`config.mk`:
```
export PLATFORM = sky130hd
export DESIGN_NAME = etb_reduce
export DESIGN_NICKNAME = d
export VERILOG_FILES = /design/src/etb_pkg.sv /design/src/etb_reduce.sv
export SDC_FILE = /design/constraint.sdc
export NUM_CORES = 1
export LEC_CHECK = 0
export CAP_MARGIN = 10
export CELL_PAD_IN_SITES_DETAIL_PLACEMENT = 1
export CELL_PAD_IN_SITES_GLOBAL_PLACEMENT = 1
export CORE_ASPECT_RATIO = 0.7
export CORE_MARGIN = 2
export CORE_UTILIZATION = 47
export CTS_CLUSTER_DIAMETER = 80
export DETAILED_ROUTE_END_ITERATION = 10
export DONT_BUFFER_PORTS = 1
export PLACE_DENSITY_LB_ADDON = 0.1
export SLEW_MARGIN = 30
export SYNTH_ARGS = -nofsm -noshare
export SYNTH_HDL_FRONTEND = slang
export SYNTH_SLANG_ARGS = --single-unit
```
`constraint.sdc`:
```
create_clock -name clk_i -period 2.6 [get_ports clk_i]
set_input_delay 0.26 -clock clk_i [delete_from_list [all_inputs] [get_ports clk_i]]
set_output_delay 0.26 -clock clk_i [all_outputs]
set_load 0.02 [all_outputs]
```
`src/etb_pkg.sv`:
```
// etb_pkg: shared types, constants and arithmetic helpers for the
// euler_to_basis_vectors block. No dependencies.
package etb_pkg;

  localparam int ANGLE_FRAC_BITS_DEF = 7;
  localparam int OUT_FRAC_BITS_DEF   = 14;
  localparam int CORDIC_STAGES_DEF   = 16;

  localparam int N_AXES   = 3;
  localparam int IN_W     = 17;
  localparam int OUT_W    = 16;
  localparam int Q_FRAC   = 30;
  localparam int Z_FRAC   = 24;
  localparam int XY_W     = 33;
  localparam int Z_W      = 34;
  localparam int P_W      = 34;
  localparam int MUL_W    = 2 * XY_W;

  localparam longint CORDIC_X0     = 652032874;
  localparam longint DEG_PER_RAD_Z = 961263669;

  typedef logic signed [IN_W-1:0]  angle_t;
  typedef logic signed [XY_W-1:0]  xy_t;
  typedef logic signed [Z_W-1:0]   z_t;
  typedef logic signed [P_W-1:0]   sum_t;
  typedef logic signed [OUT_W-1:0] comp_t;

  // one rotator lane: cosine, sine, residual angle and quadrant fold flag
  typedef struct packed {
    xy_t  x;
    xy_t  y;
    z_t   z;
    logic neg;
  } lane_t;

  typedef lane_t [N_AXES-1:0] lanes_t;

  typedef struct packed {
    comp_t forward_x;
    comp_t forward_y;
    comp_t forward_z;
    comp_t right_x;
    comp_t right_y;
    comp_t right_z;
    comp_t up_x;
    comp_t up_y;
    comp_t up_z;
  } vec_t;

  // arctangent of 2^-i in degrees, 24 fraction bits
  function automatic z_t atan_entry(input int i);
    longint v;
    begin
      case (i)
        0:       v = 754974720;
        1:       v = 445687602;
        2:       v = 235489088;
        3:       v = 119537938;
        4:       v = 60000934;
        5:       v = 30029717;
        6:       v = 15018523;
        7:       v = 7509720;
        8:       v = 3754917;
        9:       v = 1877466;
        10:      v = 938734;
        11:      v = 469367;
        default: v = (DEG_PER_RAD_Z + (64'sd1 <<< (i - 1))) >>> i;
      endcase
      return Z_W'(v);
    end
  endfunction

  // q30 product, rounded half up
  function automatic xy_t qmul(input xy_t a, input xy_t b);
    logic signed [MUL_W-1:0] p;
    begin
      p = MUL_W'(a) * MUL_W'(b);
      p = p + (MUL_W'(1) <<< (Q_FRAC - 1));
      return XY_W'(p >>> Q_FRAC);
    end
  endfunction

endpackage

```
`src/etb_reduce.sv`:
```
// etb_reduce: folds each angle into [-90, 90] degrees and loads the rotator
// lanes. Depends on etb_pkg.
module etb_reduce import etb_pkg::*; #(
  parameter int ANGLE_FRAC_BITS = ANGLE_FRAC_BITS_DEF
) (
  input  logic   clk_i,
  input  logic   rst_ni,
  input  logic   valid_i,
  output logic   ready_o,
  input  angle_t angle_i [N_AXES],
  output logic   valid_o,
  input  logic   ready_i,
  output lanes_t lanes_o
);

  localparam int FULL    = 360 << ANGLE_FRAC_BITS;
  localparam int HALF    = 180 << ANGLE_FRAC_BITS;
  localparam int QUARTER = 90 << ANGLE_FRAC_BITS;
  localparam int KMAX    = (65536 + HALF) / FULL + 1;
  localparam int RW      = 26;

  logic   valid_q;
  lanes_t lanes_q;
  lanes_t lanes_d;

  // wrap into one turn by picking the multiple that lands in range, then fold
  always_comb begin
    logic signed [RW-1:0] c;
    logic signed [RW-1:0] r;
    logic                 neg;
    for (int a = 0; a < N_AXES; a++) begin
      r = '0;
      for (int k = -KMAX; k <= KMAX; k++) begin
        c = RW'(angle_i[a]) + RW'(k * FULL);
        if (c >= RW'(-HALF) && c < RW'(HALF)) begin
          r = c;
        end
      end
      neg = 1'b0;
      if (r > RW'(QUARTER)) begin
        r   = r - RW'(HALF);
        neg = 1'b1;
      end else if (r < RW'(-QUARTER)) begin
        r   = r + RW'(HALF);
        neg = 1'b1;
      end
      lanes_d[a].x   = XY_W'(CORDIC_X0);
      lanes_d[a].y   = '0;
      lanes_d[a].z   = Z_W'(r) <<< (Z_FRAC - ANGLE_FRAC_BITS);
      lanes_d[a].neg = neg;
    end
  end

  assign ready_o = !valid_q || ready_i;

  // stage valid
  always_ff @(posedge clk_i or negedge rst_ni) begin
    if (!rst_ni) begin
      valid_q <= 1'b0;
    end else if (ready_o) begin
      valid_q <= valid_i;
    end
  end

  // stage data
  always_ff @(posedge clk_i) begin
    if (valid_i && ready_o) begin
      lanes_q <= lanes_d;
    end
  end

  assign valid_o = valid_q;
  assign lanes_o = lanes_q;

endmodule

```
==> results of run 1 <==
==> path summary, 6_finish.rpt <==
path	startpoint	depth (start not counted)	slack [ns]	end
hold / removal	valid_i	1	0.06	valid_o
min in group asynchronous	rst_ni	1	0.15	valid_o
hold reg to reg	valid_o	2	0.87	valid_o
setup / recovery	angle_i[0]	13	-0.84	lanes_o[236]
setup reg to reg	valid_o	3	0.98	lanes_o[120]
max in group asynchronous	rst_ni	1	2.34	valid_o
==> Yosys cell counts, types with 17 or more instances <==
cell and instances:
buf_4 254, edfxtp_1 54, nor2_1 41, a21oi_1 40, ha_1 40, nand2_1 34, o21ai_0 28, inv_1 26
xnor2_1 26, nor2b_1 25, nand3_1 18, and2_1 17
==> critical path: cells and delay by family <==
kind | cells | cell delay (ns)
and+or+nand+nor | 2 | 1.03
buffers and inverters | 3 | 0.59
xor gates and xnor gates | 1 | 0.08
muxes | 1 | 0.21
AOI/OAI and AO/OA | 6 | 1.32
==> power groups by stage <==
stage	sequential [uW]	clock (uW)	combinational (uW)
2_1_floorplan	1380	0	1780
3_3_place_gp	1410	0	2080
3_5_place_dp	1410	0	2170
4_1_cts	1390	813	2590
5_1_grt	1410	868	3320
6_report	1400	839	3200
==> final cells by class <==
type	instances	area, sq um	share of cell area
multi-input cells	793	6270	0.597
clock buffers	7	133	0.0126
repair buffers	241	1980	0.189
inverters	31	155	0.0148
flip-flops and latches	55	1650	0.157
clock inverters	1	30.0	0.00286
well taps	225	282	0.0268
==> timing repair <==
action / in CTS / in global routing
hold buffers: 1 / 0
endpoints found under the setup margin: 27 / 27
pin swaps: 69 / 47
gates cloned: 1 / 0
hold endpoints to repair: 1 / 0
gates resized for setup: 153 / 73
buffers inserted: 37 / 23
==> cell families after synthesis <==
family,after synthesis,share of synthesized area
adder cells (fa/ha/maj),40,0.0641
buffers and inverters,310,0.274
AO/OA/AOI/OAI,227,0.223
flip-flops,55,0.211
other,2,0.000962
AND/OR/NAND/NOR,234,0.178
multiplexers,10,0.0128
XOR/XNOR,32,0.0368
==> state kept, by name (all words and copies together) (netlist names) <==
name	count
valid_o	1
lanes_o	54
==> per-stage QoR <==
step	instances	total power (uW)	hold slack, ns	TNS [ns]	util
after floorplan	1157	3150	-0.0356	-11.13	-
after global placement	1285	3490	-0.0355	-16.63	0.535
after detailed placement	1285	3590	-0.0356	-20.28	0.535
after CTS	1330	4800	0.0658	-7.63	0.611
after global routing	1353	5590	0.0764	-19.37	0.644
final	1353	5440	0.0648	-16.17	0.644
==> layer usage <==
metal,up-vias,part of all wire,GRT usage
met3,241,0.11,0.0771
met5,-,0,0
li1,3217,-,-
met2,727,0.47,0.563
met4,0,0.069,0.133
met1,3962,0.36,0.425
==> results.py, run 1 <==
metrics = {
    "outcome": {
        "outcome": "finished with violations",
        "violations": "negative setup slack",
    },
    "worst_setup_path": {
        "criticalPathCategory": "primary input to flop",
        "arrival_ns": 3.51,
        "max_stage_delay_ns": 0.65,
        "path_cells": "or4_1, nor4_2, o21ai_1, a22oi_2, buf_6, a221oi_4, a2bb2oi_4, a2111oi_4, buf_4, o221ai_1, mux2i_1, buf_4, xnor2_1",
        "slowest_stage": "or4_1",
        "cp_max_fo": 7,
        "crit_path_frequent_cell": "buf_4",
        "worst_setup_path_end_kind": "flop",
        "cp.required_ns": 2.67,
        "start_kind": "primary input",
    },
    "global_route": {
        "grt_max_degree": 55,
        "antenna_found_initial": 0,
        "first_global_vias": 7694,
        "overflow": 0,
        "grt_pass1_wl_microns": 46100,
        "grtUsageTotal": 0.339,
    },
    "pwr": {
        "p_leak_uw": 0.00450,
        "seq_power_share": 0.257,
        "p_comb_frac": 0.588,
        "p_per_area_nw_per_um2": 518,
        "switching_share": 0.457,
        "p_sw_uw": 2480,
        "p_clk_frac": 0.154,
        "intPower_uw": 2950,
        "vdd_drop_max_uv": 313,
    },
    "detailed_routing": {
        "wl_per_cell_microns": 27.9,
        "wirelength_microns": 37800,
        "drc": 0,
        "vias": 8147,
        "postRouteAntennaNets": 0,
        "first_pass_iters": 6,
        "drtIter0Drc": 922,
        "vias_per_cell": 6.02,
    },
    "timing": {
        "setup_viol": 36,
        "slew_headroom": 0.517,
        "tightest_slew_ns": 0.716,
        "hold_violations": 0,
        "rsz0062_at_grt": "yes",
        "layout_min_cycle_time_ns": 3.44,
        "fmax_mhz": 291,
        "finalCritPeriodShare": 1.32,
        "setup_ws_ns": -0.842,
        "finClkSkew_ns": 0.00718,
        "drv_slew": 0,
    },
    "logic_synthesis": {
        "ys_top_cells_by_area": "buf_4 24%, edfxtp_1 21%, ha_1 6.4%",
        "synth_edf_count": 54,
        "syn_inst": 910,
        "synth_largest_area_cell": "buf_4",
        "synth_warnings": 0,
        "ys_ff_latch": 55,
        "synthArstFlopShare": 0.0182,
        "ys_seq_area_frac": 0.211,
        "netlist-cell-type-count": 100,
        "synth_top_area_share": 0.244,
        "avgSynthCellArea_sq_um": 8.58,
        "syn_area_sq_um": 7810,
        "dominantRegCellSynth": "edfxtp_1",
    },
    "clock_network": {
        "cts-root-buf": "clkbuf_16",
        "path_clk_slew_ns": 0.08,
        "cts_tree": "done",
        "numCtsBuffers": 5,
        "h-tree-depth": 2,
        "clock_path_buffers": 2,
        "clk_latency_ns": 0.32,
        "clock_sinks": 55,
    },
    "cells_and_area": {
        "fill_cells": 1900,
        "nets": 1222,
        "syn_to_final_growth_pct": 34.5,
        "drive_gt1_frac": 0.409,
        "fin_area_sq_um": 10500,
        "final_common_cell": "conb_1",
        "antenna_cells": 0,
        "layout_common_cells": "249 x conb_1, 206 x buf_4, 54 x edfxtp_1, 30 x nor2_1, 30 x nand2_1",
    },
    "place": {
        "place_area_sq_um": 8720,
        "dp_hpwl_microns": 20500,
        "place_congestion": 0.956,
        "io_buffer_count": 0,
        "post-place-ws_ns": -0.812,
    },
    "floorplanning": {
        "rows": 39,
        "coreArea_sq_um": 16300,
        "fp.dieW_microns": 158,
        "die_y_microns": 112,
        "ioPinCount": 360,
        "die_area_sq_um": 17700,
        "initial_core_util": 0.479,
    },
    "run": {
        "cap_violations": 0,
    },
    "hold_path": {
        "hp-class": "primary input to flop",
    },
}
Power figures use the tool's default switching activity.
==> run 2: changes to the inputs <==
--- a/config.mk
+++ b/config.mk
@@ -8,11 +8,10 @@
 export CAP_MARGIN = 10
 export CELL_PAD_IN_SITES_DETAIL_PLACEMENT = 1
 export CELL_PAD_IN_SITES_GLOBAL_PLACEMENT = 1
-export CORE_ASPECT_RATIO = 0.7
-export CORE_MARGIN = 2
-export CORE_UTILIZATION = 47
+export CORE_AREA = 2 2 139 141
 export CTS_CLUSTER_DIAMETER = 80
 export DETAILED_ROUTE_END_ITERATION = 10
+export DIE_AREA = 0 0 141 143
 export DONT_BUFFER_PORTS = 1
 export PLACE_DENSITY_LB_ADDON = 0.1
 export SLEW_MARGIN = 30
==> constraint.sdc (replaced) <==
create_clock -name clk_i -period 4.2 [get_ports clk_i]
set_input_delay 0.42 -clock clk_i [delete_from_list [all_inputs] [get_ports clk_i]]
set_output_delay 0.42 -clock clk_i [all_outputs]
set_load 0.02 [all_outputs]
==> run 2 against run 1 <==
Against the previous run: the flow now finishes without violations; critical path depth shrank 1; cell count shrank 16%; core utilization shrank 25 points; total power shrank 57%; combinational power shrank 68%; register-to-register slack gained 1.1 ns; setup slack gained 1.5 ns; first-iteration DRC count shrank 70%; sequential cell count is the same; clock power shrank 49%; via count shrank 28%; largest power group unchanged.
==> results.py, run 2 (synthesized netlist as in run 1, its figures left out) <==
metrics = {
    "clock_network": {
        "h-tree-depth": 2,
        "cts_resized": 0,
        "numCtsBuffers": 5,
        "cts-root-buf": "clkbuf_16",
        "path_clk_slew_ns": 0.07,
        "cts_tree": "done",
        "clock_path_buffers": 2,
        "clock_sinks": 55,
        "clk_latency_ns": 0.30,
    },
    "worst_setup_path": {
        "reg2reg_depth": 3,
        "criticalPathCategory": "primary input to flop",
        "arrival_ns": 3.61,
        "worst_setup_path_end_kind": "flop",
        "cp.required_ns": 4.24,
        "cp_max_fo": 12,
        "start_kind": "primary input",
    },
    "outcome": {
        "outcome": "finished clean",
    },
    "global_route": {
        "first_global_vias": 5563,
        "grt_max_degree": 34,
        "grt_pass1_wl_microns": 30200,
        "overflow": 0,
        "antenna_found_initial": 0,
        "grtUsageTotal": 0.184,
    },
    "cells_and_area": {
        "nets": 996,
        "multi_input_area_sq_um": 4950,
        "drive_gt1_frac": 0.0887,
        "largest_register_ffs": 54,
        "final_common_cell": "conb_1",
        "antenna_cells": 0,
        "syn_to_final_growth_pct": -6.73,
        "fill_cells": 2313,
        "fin_util": 0.392,
        "register_area_sq_um": 1650,
        "layout_common_cells": "249 x conb_1, 54 x edfxtp_1, 41 x nor2_1, 40 x a21oi_1, 40 x ha_1",
    },
    "floorplanning": {
        "rows": 50,
        "ioPinCount": 360,
        "coreArea_sq_um": 18600,
        "die_y_microns": 143,
        "initial_core_util": 0.420,
        "die_area_sq_um": 20200,
        "fp.dieW_microns": 141,
    },
    "detailed_routing": {
        "vias_per_cell": 5.14,
        "vias": 5843,
        "drtIter0Drc": 278,
        "drc": 0,
        "first_pass_iters": 4,
        "wirelength_microns": 20000,
        "wl_per_cell_microns": 17.6,
        "postRouteAntennaNets": 0,
    },
    "hold_path": {
        "min_path_cells": 1,
        "hp-class": "primary input to flop",
    },
    "timing": {
        "finalCritPeriodShare": 0.850,
        "drv_slew": 0,
        "setup_ws_ns": 0.632,
        "hold_violations": 0,
        "rsz0062_at_grt": "no",
        "finClkSkew_ns": 0.00681,
        "final.setup.tns_ns": 0,
        "setup_viol": 0,
        "fmax_mhz": 280,
        "tightest_slew_ns": 0.738,
        "layout_min_cycle_time_ns": 3.57,
        "slew_headroom": 0.507,
    },
    "pwr": {
        "vdd_drop_max_uv": 148,
        "p_per_area_nw_per_um2": 318,
        "p_leak_uw": 0.00310,
    },
    "place": {
        "place_congestion": 0.890,
        "post-place-ws_ns": 0.345,
        "io_buffer_count": 0,
        "dp_hpwl_microns": 16500,
    },
    "run": {
        "cap_violations": 0,
    },
}
==> run 2: final cells by class <==
cell class,count,share of cell area
Inverter,31,0.0160
Sequential cell,55,0.226
Tap cell,234,0.0402
Timing Repair Buffer,16,0.0168
Clock inverter,3,0.00361
Clock buffer,5,0.0172
Multi-Input combinational cell,792,0.680
==> run 2: timing repair <==
item / in CTS / in global routing
setup buffers: 0 / 0
hold buffers: 1 / 0
hold endpoints to repair: 1 / 0
==> run 2: per-layer routing <==
metal / global-route usage / share of wire
met4: 0.0374 / 0.017
met5: 0 / 0
met1: 0.237 / 0.42
met2: 0.330 / 0.51
met3: 0.0241 / 0.052
==> run 2: worst paths after layout <==
path                              from            to  slack, ns
max reg2reg                    valid_o  lanes_o[122]       2.05
max in group asynchronous       rst_ni       valid_o       3.77
min in group asynchronous       rst_ni       valid_o       0.33
min                            valid_i       valid_o       0.24
min reg2reg                    valid_o       valid_o       0.84
max                        angle_i[28]  lanes_o[133]       0.63
==> run 2: per-stage QoR <==
stage,instances,hold slack [ns],power (uW),cell area (sq um)
final,1136,0.239,2320,7280
after global routing,1136,0.248,2450,7280
after CTS,1136,0.229,2330,7280
after detailed placement,1127,0.124,1890,7120
after global placement,1127,0.124,1870,7120
after floorplan,1157,0.124,1890,8740
==> run 2: critical path: stages <==
cell and delay [ns]:
inv_1 0.08, ha_1 0.26, nor4b_1 0.39, and3b_1 0.22
a211o_1 0.35, a2111oi_4 0.48, a21oi_1 0.10, o2bb2ai_2 0.38
nand4_1 0.20, a21oi_1 0.28, o221ai_1 0.26, xnor2_1 0.18
==> run 2: where the power goes <==
group          switching (uW)  total, uW  leakage, uW  internal [uW]
Clock                     199        425    0.0000748            227
Combinational             686       1030      0.00249            340
Sequential                133        863     0.000533            731
Total                    1020       2320      0.00310           1300
