$ cat src/etb_pkg.sv
// etb_pkg: shared types, constants and arithmetic helpers for the
// euler_to_basis_vectors block. No dependencies.
package etb_pkg;

  localparam int ANGLE_FRAC_BITS_DEF = 7;
  localparam int OUT_FRAC_BITS_DEF   = 14;
  localparam int CORDIC_STAGES_DEF   = 16;

  localparam int N_AXES   = 3;
  localparam int IN_W     = 17;
  localparam int OUT_W    = 16;
  localparam int Q_FRAC   = 30;
  localparam int Z_FRAC   = 24;
  localparam int XY_W     = 33;
  localparam int Z_W      = 34;
  localparam int P_W      = 34;
  localparam int MUL_W    = 2 * XY_W;

  localparam longint CORDIC_X0     = 652032874;
  localparam longint DEG_PER_RAD_Z = 961263669;

  typedef logic signed [IN_W-1:0]  angle_t;
  typedef logic signed [XY_W-1:0]  xy_t;
  typedef logic signed [Z_W-1:0]   z_t;
  typedef logic signed [P_W-1:0]   sum_t;
  typedef logic signed [OUT_W-1:0] comp_t;

  // one rotator lane: cosine, sine, residual angle and quadrant fold flag
  typedef struct packed {
    xy_t  x;
    xy_t  y;
    z_t   z;
    logic neg;
  } lane_t;

  typedef lane_t [N_AXES-1:0] lanes_t;

  typedef struct packed {
    comp_t forward_x;
    comp_t forward_y;
    comp_t forward_z;
    comp_t right_x;
    comp_t right_y;
    comp_t right_z;
    comp_t up_x;
    comp_t up_y;
    comp_t up_z;
  } vec_t;

  // arctangent of 2^-i in degrees, 24 fraction bits
  function automatic z_t atan_entry(input int i);
    longint v;
    begin
      case (i)
        0:       v = 754974720;
        1:       v = 445687602;
        2:       v = 235489088;
        3:       v = 119537938;
        4:       v = 60000934;
        5:       v = 30029717;
        6:       v = 15018523;
        7:       v = 7509720;
        8:       v = 3754917;
        9:       v = 1877466;
        10:      v = 938734;
        11:      v = 469367;
        default: v = (DEG_PER_RAD_Z + (64'sd1 <<< (i - 1))) >>> i;
      endcase
      return Z_W'(v);
    end
  endfunction

  // q30 product, rounded half up
  function automatic xy_t qmul(input xy_t a, input xy_t b);
    logic signed [MUL_W-1:0] p;
    begin
      p = MUL_W'(a) * MUL_W'(b);
      p = p + (MUL_W'(1) <<< (Q_FRAC - 1));
      return XY_W'(p >>> Q_FRAC);
    end
  endfunction

endpackage

$ cat src/etb_cordic_cell.sv
// etb_cordic_cell: one rotation-mode cordic step for all three angle lanes,
// registered. Depends on etb_pkg.
module etb_cordic_cell import etb_pkg::*; #(
  parameter int STAGE = 0
) (
  input  logic   clk_i,
  input  logic   rst_ni,
  input  logic   valid_i,
  output logic   ready_o,
  input  lanes_t lanes_i,
  output logic   valid_o,
  input  logic   ready_i,
  output lanes_t lanes_o
);

  localparam z_t ATAN = atan_entry(STAGE);

  logic   valid_q;
  lanes_t lanes_q;
  lanes_t lanes_d;

  // rotate toward zero residual angle
  always_comb begin
    xy_t xs;
    xy_t ys;
    for (int a = 0; a < N_AXES; a++) begin
      xs = lanes_i[a].x >>> STAGE;
      ys = lanes_i[a].y >>> STAGE;
      lanes_d[a].neg = lanes_i[a].neg;
      if (!lanes_i[a].z[Z_W-1]) begin
        lanes_d[a].x = lanes_i[a].x - ys;
        lanes_d[a].y = lanes_i[a].y + xs;
        lanes_d[a].z = lanes_i[a].z - ATAN;
      end else begin
        lanes_d[a].x = lanes_i[a].x + ys;
        lanes_d[a].y = lanes_i[a].y - xs;
        lanes_d[a].z = lanes_i[a].z + ATAN;
      end
    end
  end

  assign ready_o = !valid_q || ready_i;

  // stage valid
  always_ff @(posedge clk_i or negedge rst_ni) begin
    if (!rst_ni) begin
      valid_q <= 1'b0;
    end else if (ready_o) begin
      valid_q <= valid_i;
    end
  end

  // stage data
  always_ff @(posedge clk_i) begin
    if (valid_i && ready_o) begin
      lanes_q <= lanes_d;
    end
  end

  assign valid_o = valid_q;
  assign lanes_o = lanes_q;

endmodule

$ cat config.mk
export PLATFORM = sky130hd
export DESIGN_NAME = etb_cordic_cell
export DESIGN_NICKNAME = d
export VERILOG_FILES = /design/src/etb_pkg.sv /design/src/etb_cordic_cell.sv
export SDC_FILE = /design/constraint.sdc
export NUM_CORES = 1
export LEC_CHECK = 0
export BUFFER_PORTS_ARGS = -buffer_cell sky130_fd_sc_hd__buf_2
export CAP_MARGIN = 25
export CORE_ASPECT_RATIO = 1.2
export CORE_MARGIN = 2
export CORE_UTILIZATION = 40
export DETAILED_ROUTE_END_ITERATION = 16
export MAX_ROUTING_LAYER = met4
export PLACE_DENSITY_LB_ADDON = 0.2
export SLEW_MARGIN = 30
export SYNTH_ARGS = -nofsm -noshare
export SYNTH_HDL_FRONTEND = slang
export SYNTH_SLANG_ARGS = --single-unit
$ cat constraint.sdc
create_clock -name clk_i -period 17.65 [get_ports clk_i]
set_input_delay 1.765 -clock clk_i [delete_from_list [all_inputs] [get_ports clk_i]]
set_output_delay 1.765 -clock clk_i [all_outputs]
set_load 0.01 [all_outputs]
==> flow_metrics.py, run 1 <==
metrics = {
    "clocking": {
        "h-tree-depth": 2,
        "cts_setup_buffers": 0,
        "clk_latency_ns": 0.58,
        "ctsResizeCount": 0,
        "cts_root_buf": "clkbuf_16",
        "clock-sinks": 301,
        "cts-buffers-inserted": 38,
        "path_clk_slew_ns": 0.06,
        "tritoncts": "yes",
        "hold_buffers": 0,
        "clk_path_buf_depth": 3,
    },
    "detailed_routing": {
        "firstDrtPassIters": 6,
        "routed_via_density": 5.52,
        "drt-initial-drc-count": 1795,
        "wl_per_cell_um": 21.3,
        "antenna_left": 0,
        "drc_errors": 0,
        "drt_wl_total_mm": 94.2,
        "num_vias": 24500,
    },
    "synth": {
        "async_reset_ff_share_pct": 0.332,
        "yosysMostFrequentCell": "a21oi_1",
        "synth_edf_count": 300,
        "ys_types": 93,
        "synthesis.area_um2": 26600,
        "synth_warnings": 0,
        "synthFlopType": "edfxtp_1",
        "yosys-top-cells-count": "344 x a21oi_1, 312 x ha_1, 309 x inv_1",
        "synth_top_cell_by_area": "edfxtp_1",
        "synth_nets": 3592,
        "synth_top_area_share_pct": 33.9,
        "netlist_instances": 2961,
        "synth_area_leaders": "edfxtp_1 34%, ha_1 15%, a21oi_1 6.5%, xnor2_1 5.8%, inv_1 4.4%",
        "synth-seq-cells": 301,
        "synth-seq-area-share_pct": 34.0,
        "synth.avg_cell_area_um2": 8.98,
    },
    "timing": {
        "rsz0062_at_grt": "no",
        "finalSetupTns_ns": 0,
        "min_period_ns": 4.63,
        "fmax_ghz": 0.216,
        "whs_ns": 0.537,
        "skew_ns": 0.0315,
        "fin_ws_ns": 13.02,
        "finalCritPeriodShare_pct": 26.2,
        "final-setup-viol-count": 0,
        "slew_viol_final": 0,
        "worstMarginPinSlew_ns": 0.944,
        "hold_violations": 0,
        "slew_headroom_pct": 37.1,
    },
    "global_route": {
        "grt_pass1_wl_mm": 140,
        "grtUsageMet1_pct": 29.7,
        "grt-ovfl-total": 0,
        "grt_max_degree": 87,
        "grt_pass1_vias": 23900,
        "met3_usage_pct": 5.73,
        "track_usage_pct": 27.1,
        "globalRouteMet2Util_pct": 46.4,
        "antenna_found_initial": 22,
        "top_usage_layer": "met2",
    },
    "worst_setup_path": {
        "endpoint_kind": "flip-flop",
        "worstPathRequired_ns": 17.98,
        "max_stage_delay_ns": 0.65,
        "crit_fanout": 7,
        "crit_slowest_cell": "a211oi_2",
        "crit_chain": "buf_2 > inv_1 > ha_1 > nand2b_1 > a221oi_1 > o31a_1 > o2111ai_1 > a211oi_2 > a41oi_2 > o31ai_1 > o21ai_1 > xnor2_1",
        "rr_worst_depth": 4,
        "worstSetupPathType": "in -> reg",
        "cp.arrival_ns": 4.96,
        "critPathLaunchType": "input port",
    },
    "floorplanning": {
        "core_um2": 65900,
        "die_width_um": 239,
        "dieArea_um2": 68600,
        "initial_core_util_pct": 40.4,
        "num_rows": 103,
        "die_y_um": 286,
        "ioPinCount": 612,
    },
    "cells_and_area": {
        "drive_above_1_share_pct": 20.8,
        "fill_cells": 6521,
        "areaGrowthSynthToFinish_pct": 18.6,
        "final_util_pct": 47.9,
        "nNetsFinal": 4123,
    },
    "flow_run": {
        "drv_cap": 0,
    },
    "power_and_ir_drop": {
        "ir_drop_mv": 0.0627,
        "leakagePower_uw": 0.0141,
        "pwr_density_cell_nw_per_um2": 80.3,
    },
    "placed_design": {
        "hpwl_mm": 75.5,
        "gp_congestion": 0.969,
        "numPortBuffers": 611,
        "dp_slack_ns": 12.53,
    },
    "outcome": {
        "outcome": "complete, no violations",
    },
    "min_path": {
        "holdPathStages": 2,
        "hp-class": "reg -> reg",
    },
}
## per-layer routing
layer,wire length [um],vias up,share of wire [%]
met5,0,-,0
met4,4350,0,4.6
met3,7000,201,7.4
met2,47000,996,50
met1,35900,11600,38
li1,-,11700,-
## through the flow
step | cell area (um2) | cells | power [uW]
floorplan | 26600 | 2961 | 1490
global route | 31500 | 4431 | 2660
detailed placement | 30300 | 4343 | 1780
finish | 31600 | 4432 | 2530
CTS | 31500 | 4411 | 2550
global placement | 30300 | 4343 | 1780
## cells in the final DEF, fill, tap and decap left out, types with 12 or more instances in the layout
cell,instances
or3_1,14
o21bai_1,77
buf_2,610
inv_1,309
mux2i_1,45
nand4_1,34
a211oi_1,27
fa_1,12
o31ai_1,24
nand2_1,135
xor2_1,32
nor3_1,52
o21ai_0,165
nand2b_1,29
nor2_1,242
nor2b_1,46
nand3_1,34
o211ai_1,27
o21ai_1,17
clkbuf_16,39
a21oi_1,344
o21a_1,27
xnor2_1,176
a31oi_1,25
diode_2,20
nor4_1,26
ha_1,312
a21o_1,63
edfxtp_1,300
or2_2,17
o31a_1,13
## worst paths after layout
kind                                startpoint                      to  slack [ns]
setup reg to reg           valid_o$_DFFE_PN0N_  lanes_o[237]$_DFFE_PP_       14.63
setup / recovery                  lanes_i[238]  lanes_o[301]$_DFFE_PP_       13.02
min in group asynchronous               rst_ni     valid_o$_DFFE_PN0N_        0.97
max in group asynchronous               rst_ni     valid_o$_DFFE_PN0N_       16.59
hold / removal             valid_o$_DFFE_PN0N_     valid_o$_DFFE_PN0N_        0.54
hold reg to reg            valid_o$_DFFE_PN0N_     valid_o$_DFFE_PN0N_        0.54
## sequential cells by signal, indices dropped and copies added (netlist names)
name	count
lanes_o	300
valid_o	1
## cell families (layout without fill, tap and decap cells)
kind of cell / Yosys count / count (layout) / synth area share [%]
AOI/OAI and AO/OA: 959 / 959 / 23.2
and+or+nand+nor: 676 / 676 / 12.1
buffers and inverters: 448 / 1007 / 6.56
adders and majority gates: 324 / 324 / 15.6
DFF: 301 / 301 / 34.0
xor gates and xnor gates: 208 / 208 / 6.85
muxes: 45 / 45 / 1.69
other: 0 / 20 / 0
## final cells by class
cell class | instances | area, um2 | share of cell area [%]
multi-input combinational | 2212 | 15800 | 50.1
sequential | 301 | 9030 | 28.6
timing repair buffer | 622 | 3160 | 10.0
inverter | 317 | 1190 | 3.77
tap | 892 | 1120 | 3.54
clock buffer | 46 | 1000 | 3.18
clock inverter | 22 | 184 | 0.583
antenna | 20 | 50.0 | 0.159
## critical path, delay by kind of cell
kind,cells,cell delay (ns)
xor+xnor,1,0.13
simple gates,1,0.17
compound gates,7,2.32
buf+inv,2,0.26
fa+ha+maj,1,0.32
## power breakdown
group	switching [uW]	leakage [uW]	total [uW]	internal [uW]
sequential	24.3	0.00287	921	897
combinational	541	0.0107	859	318
clock	328	0.000567	753	425
No activity file was read; power rests on OpenSTA's default activity.
==> run 2, diff against run 1 <==
- clock period: 17.65 -> 4.05 ns (I/O delays scaled with it)
==> run 2 against run 1 <==
Net effect: clock skew fell by 0.013 ns; first-iteration DRC count grew 14%; wire length decreased by 0.20%; total power grew to 4.5 times the previous value; worst setup slack got worse by 12 ns; final cell count is 2.0% higher; sequential power increased to 4.3 times the previous value; global-route usage shrank 0.15 points; cell area rose by 3.0%; utilization increased by 1.5 points; critical path type unchanged; largest power group unchanged.
==> flow_metrics.py, run 2 (synthesis results as in run 1) <==
metrics = {
    "flow_run": {
        "drv_cap": 0,
    },
    "global_route": {
        "track_usage_pct": 26.9,
        "grt-ovfl-total": 0,
        "grt_pass1_vias": 23900,
        "antenna_found_initial": 16,
        "grt_pass1_wl_mm": 139,
        "grt_max_degree": 79,
    },
    "placed_design": {
        "dp_cells": 4376,
        "hpwl_mm": 74.3,
        "numPortBuffers": 611,
        "gp_congestion": 0.969,
    },
    "timing": {
        "hold_violations": 0,
        "final-setup-viol-count": 0,
        "finalCritPeriodShare_pct": 76.8,
        "rsz0062_at_grt": "no",
        "min_period_ns": 3.11,
        "fmax_ghz": 0.321,
        "slew_viol_final": 0,
        "whs_ns": 0.0349,
        "slew_headroom_pct": 42.3,
        "worstMarginPinSlew_ns": 0.866,
        "skew_ns": 0.0185,
        "finalSetupTns_ns": 0,
    },
    "clocking": {
        "cts_setup_buffers": 0,
        "ctsResizeCount": 0,
        "clk_latency_ns": 0.56,
        "clock-sinks": 301,
        "cts-buffers-inserted": 37,
        "h-tree-depth": 2,
        "clk_path_buf_depth": 3,
        "cts_root_buf": "clkbuf_16",
        "tritoncts": "yes",
        "path_clk_slew_ns": 0.06,
    },
    "detailed_routing": {
        "routed_via_density": 5.49,
        "drc_errors": 0,
        "wl_per_cell_um": 20.8,
        "num_vias": 24800,
        "firstDrtPassIters": 6,
        "antenna_left": 0,
        "drt_wl_total_mm": 94.0,
        "drt-initial-drc-count": 2050,
    },
    "worst_setup_path": {
        "cp.arrival_ns": 3.46,
        "crit_fanout": 5,
        "critPathLaunchType": "input port",
        "path_buf_inv": 2,
        "worstSetupPathType": "in -> reg",
        "endpoint_kind": "flip-flop",
        "crit_chain": "buf_2 > inv_1 > ha_1 > nor2b_1 > o211ai_1 > a41oi_1 > o41ai_1 > o21ai_0 > a21oi_1 > mux2i_1 > xnor2_1",
        "max_stage_delay_ns": 0.60,
        "crit_slowest_cell": "o41ai_1",
        "worstPathRequired_ns": 4.40,
        "cp_top_family": "compound AO/OA/AOI/OAI gates",
    },
    "cells_and_area": {
        "final_common_cell": "buf_2",
        "fill_cells": 6329,
        "fin_cells": 4522,
        "drive_above_1_share_pct": 21.0,
        "largest_reg_flops": 300,
        "most-common-layout-cells": "611 x buf_2, 344 x a21oi_1, 312 x ha_1, 309 x inv_1, 300 x edfxtp_1",
        "nNetsFinal": 4220,
        "final_util_pct": 49.4,
        "areaGrowthSynthToFinish_pct": 22.2,
    },
    "floorplanning": {
        "die_width_um": 239,
        "core_um2": 65900,
        "num_rows": 103,
        "dieArea_um2": 68600,
        "ioPinCount": 612,
        "die_y_um": 286,
        "initial_core_util_pct": 40.4,
    },
    "power_and_ir_drop": {
        "clkPwrFrac_pct": 30.7,
        "pwr-share-comb_pct": 34.0,
        "p_seq_share_pct": 35.3,
        "p_int_uw": 7420,
        "sw_frac_of_total_pct": 34.5,
        "pwr_density_cell_nw_per_um2": 348,
        "ir_drop_mv": 0.269,
        "leakagePower_uw": 0.0146,
        "p_sw_uw": 3900,
    },
    "min_path": {
        "hp-class": "in -> reg",
    },
    "outcome": {
        "outcome": "complete, no violations",
    },
}
run 2: changes by cell type in the layout (fill, tap and decap cells not counted), sizes merged:
| cell | delta |
|---|---|
| dlygate4sd3 | +66 |
| buf | +32 |
| diode | -6 |
| bufinv | +4 |
| clkbuf | -3 |
| clkinvlp | -3 |
run 2: stage by stage:
stage	total power, uW	instance area [um2]	worst slack [ns]
finish	11300	32500	0.939
global route	11800	32500	0.815
CTS	11400	32500	1.10
detailed placement	7800	30600	0.515
global placement	7810	30600	0.549
floorplan	6440	26600	0.890
run 2: path summary, 6_finish.rpt:
check / start / to / slack, ns / cells past startpoint
max: lanes_i[137] / lanes_o[159]$_DFFE_PP_ / 0.94 / 11
min: lanes_i[124] / lanes_o[124]$_DFFE_PP_ / 0.03 / 1
max reg2reg: valid_o$_DFFE_PN0N_ / lanes_o[142]$_DFFE_PP_ / 1.98 / 3
min reg2reg: valid_o$_DFFE_PN0N_ / valid_o$_DFFE_PN0N_ / 0.60 / 2
max in group asynchronous: rst_ni / valid_o$_DFFE_PN0N_ / 3.81 / 2
min in group asynchronous: rst_ni / valid_o$_DFFE_PN0N_ / 0.16 / 2
run 2: repair_timing:
item                       in CTS  in global routing
setup endpoints to repair       0                  0
hold endpoints to repair       66                  0
hold buffers                   66                  0
run 2: power groups by stage:
stage | combinational (uW) | clock [uW] | sequential (uW)
floorplan | 2210 | 0 | 4230
global placement | 3750 | 0 | 4060
detailed placement | 3740 | 0 | 4060
CTS | 3820 | 3560 | 4000
global route | 4180 | 3650 | 4020
finish | 3850 | 3470 | 4000
run 2: metal layers:
| layer | wire length (um) | track usage (%) | up-vias |
|---|---|---|---|
| met3 | 6430 | 4.61 | 201 |
| met5 | 0 | - | - |
| met4 | 4260 | 11.4 | 0 |
| met2 | 46100 | 46.1 | 1021 |
| li1 | - | - | 11900 |
| met1 | 37200 | 31.1 | 11700 |
run 2: cell type report:
type | count | area [um2] | share of cell area (%)
antenna | 14 | 35.0 | 0.108
clock buffer | 43 | 970 | 2.98
clock inverter | 23 | 270 | 0.831
inverter | 317 | 1190 | 3.66
multi-input combinational | 2212 | 15800 | 48.7
sequential | 301 | 9030 | 27.8
tap | 892 | 1120 | 3.43
timing repair buffer | 720 | 4080 | 12.5
==> run 3, diff against run 2 <==
- clock period: 4.05 -> 3.1 ns (I/O delays scaled with it)
==> run 3 against run 2 <==
Net effect: non-clock buffer count grew 329; wire length rose by 4.0%; worst hold slack barely moved; global-route usage is 1.2 points higher; die area stayed put; via count increased by 4.3%; sequential cell count stayed put; utilization grew 3.7 points; clock power up 21%; sequential share of layout area shrank 1.9 points; critical endpoint is now lanes_o[199]$_DFFE_PP_.
==> flow_metrics.py, run 3 (synthesis results as in run 1) <==
metrics = {
    "floorplanning": {
        "dieArea_um2": 68600,
        "ioPinCount": 612,
        "initial_core_util_pct": 40.4,
        "die_y_um": 286,
        "core_um2": 65900,
        "die_width_um": 239,
        "num_rows": 103,
    },
    "cells_and_area": {
        "fill_cells": 6205,
        "areaGrowthSynthToFinish_pct": 31.4,
        "finalInstanceArea_um2": 34900,
        "final_common_cell": "buf_2",
        "most-common-layout-cells": "611 x buf_2, 356 x buf_4, 344 x a21oi_1, 312 x ha_1, 309 x inv_1",
        "multiInputGateArea_um2": 15800,
        "largest_reg_flops": 300,
        "seqCellArea_um2": 9030,
        "nNetsFinal": 4549,
        "drive_above_1_share_pct": 27.4,
        "fin_cells": 4854,
    },
    "timing": {
        "whs_ns": 0.0346,
        "finalCritPeriodShare_pct": 90.9,
        "hold_violations": 0,
        "worstMarginPinSlew_ns": 1.00,
        "min_period_ns": 2.82,
        "slew_viol_final": 0,
        "final-setup-viol-count": 0,
        "rsz0062_at_grt": "no",
        "finalSetupTns_ns": 0,
        "slew_headroom_pct": 33.1,
        "skew_ns": 0.0187,
        "fmax_ghz": 0.355,
    },
    "global_route": {
        "grt_pass1_vias": 25700,
        "grt_max_degree": 116,
        "grt_pass1_wl_mm": 146,
        "grt-ovfl-total": 0,
        "track_usage_pct": 28.2,
        "antenna_found_initial": 17,
    },
    "clocking": {
        "clk_latency_ns": 0.55,
        "tritoncts": "yes",
        "cts-buffers-inserted": 37,
        "clock-sinks": 301,
        "path_clk_slew_ns": 0.06,
        "h-tree-depth": 2,
        "cts_root_buf": "clkbuf_16",
        "cts_setup_buffers": 0,
        "clk_path_buf_depth": 3,
    },
    "worst_setup_path": {
        "cp.arrival_ns": 3.10,
        "crit_start": "lanes_i[136]",
        "ff2ff_setup_slack_ns": 1.30,
        "endpoint_kind": "flip-flop",
        "worstSetupPathType": "in -> reg",
        "critPathLaunchType": "input port",
        "crit_fanout": 3,
        "timing.rr.start": "valid_o$_DFFE_PN0N_",
        "worstPathRequired_ns": 3.38,
    },
    "min_path": {
        "hold_path.startpoint": "lanes_i[126]",
        "hp-class": "in -> reg",
    },
    "placed_design": {
        "dp_cells": 4694,
        "gp_congestion": 0.976,
        "hpwl_mm": 78.4,
        "placed_cell_area_um2": 33000,
        "numPortBuffers": 611,
    },
    "detailed_routing": {
        "routed_via_density": 5.34,
        "antenna_left": 0,
        "drt-initial-drc-count": 2166,
        "num_vias": 25900,
        "drt_wl_total_mm": 97.7,
        "drc_errors": 0,
        "firstDrtPassIters": 6,
        "wl_per_cell_um": 20.1,
    },
    "power_and_ir_drop": {
        "power_uw": 15000,
        "leakagePower_uw": 0.0161,
        "ir_drop_mv": 0.366,
        "pwr_density_cell_nw_per_um2": 431,
    },
    "outcome": {
        "outcome": "complete, no violations",
    },
    "flow_run": {
        "drv_cap": 0,
    },
}
==> run 3: critical path, cell delays in order <==
cell and delay (ns):
buf_2 0.11, ha_1 0.19, fa_1 0.21, nor2b_1 0.23, o221ai_2 0.16, a31oi_1 0.30, a211oi_2 0.12, buf_4 0.18
o31ai_1 0.49, a41o_1 0.31, a221o_1 0.20, a22oi_1 0.09, xor2_1 0.19
==> run 3: final timing paths <==
path,to,depth (start not counted)
max in group asynchronous,valid_o$_DFFE_PN0N_,2
min,lanes_o[126]$_DFFE_PP_,2
min reg2reg,valid_o$_DFFE_PN0N_,2
max reg2reg,lanes_o[275]$_DFFE_PP_,4
min in group asynchronous,valid_o$_DFFE_PN0N_,2
max,lanes_o[199]$_DFFE_PP_,13
==> run 3: timing repair <==
| action | CTS | global route |
|---|---|---|
| hold buffers | 77 | 0 |
| endpoints found under the hold margin | 77 | 0 |
| gates resized for setup | 0 | 0 |
==> run 3: area by class of cell <==
type                            count  area share (%)
Inverter                          317            3.41
Multi-Input combinational cell   2212            45.3
Clock buffer                       47            2.81
Sequential cell                   301            25.9
Timing Repair Buffer             1049            18.9
Clock inverter                     17           0.444
Antenna cell                       19           0.136
Tap cell                          892            3.19
==> run 3: per-stage QoR <==
step / setup slack [ns] / util, %
after floorplan: -0.0413 / -
after global placement: -0.165 / 50.1
after detailed placement: -0.202 / 50.1
after CTS: 0.388 / 53.0
after global routing: 0.0926 / 53.1
final: 0.283 / 53.1
==> run 3: where the power goes <==
| part | leakage [uW] | total, uW | switching, uW | internal [uW] |
|---|---|---|---|---|
| clock | 0.000542 | 4200 | 1780 | 2420 |
| sequential | 0.00287 | 5240 | 138 | 5100 |
| combinational | 0.0127 | 5600 | 3240 | 2360 |
==> run 3: layer usage <==
metal  vias to the layer above  part of all wire, %  track usage, %
li1                      12500                    -               -
met1                     12100                   39            31.8
met2                      1109                   49            48.1
met3                       224                  7.2            5.14
met4                         0                  4.9            13.2
met5                         -                    0               -
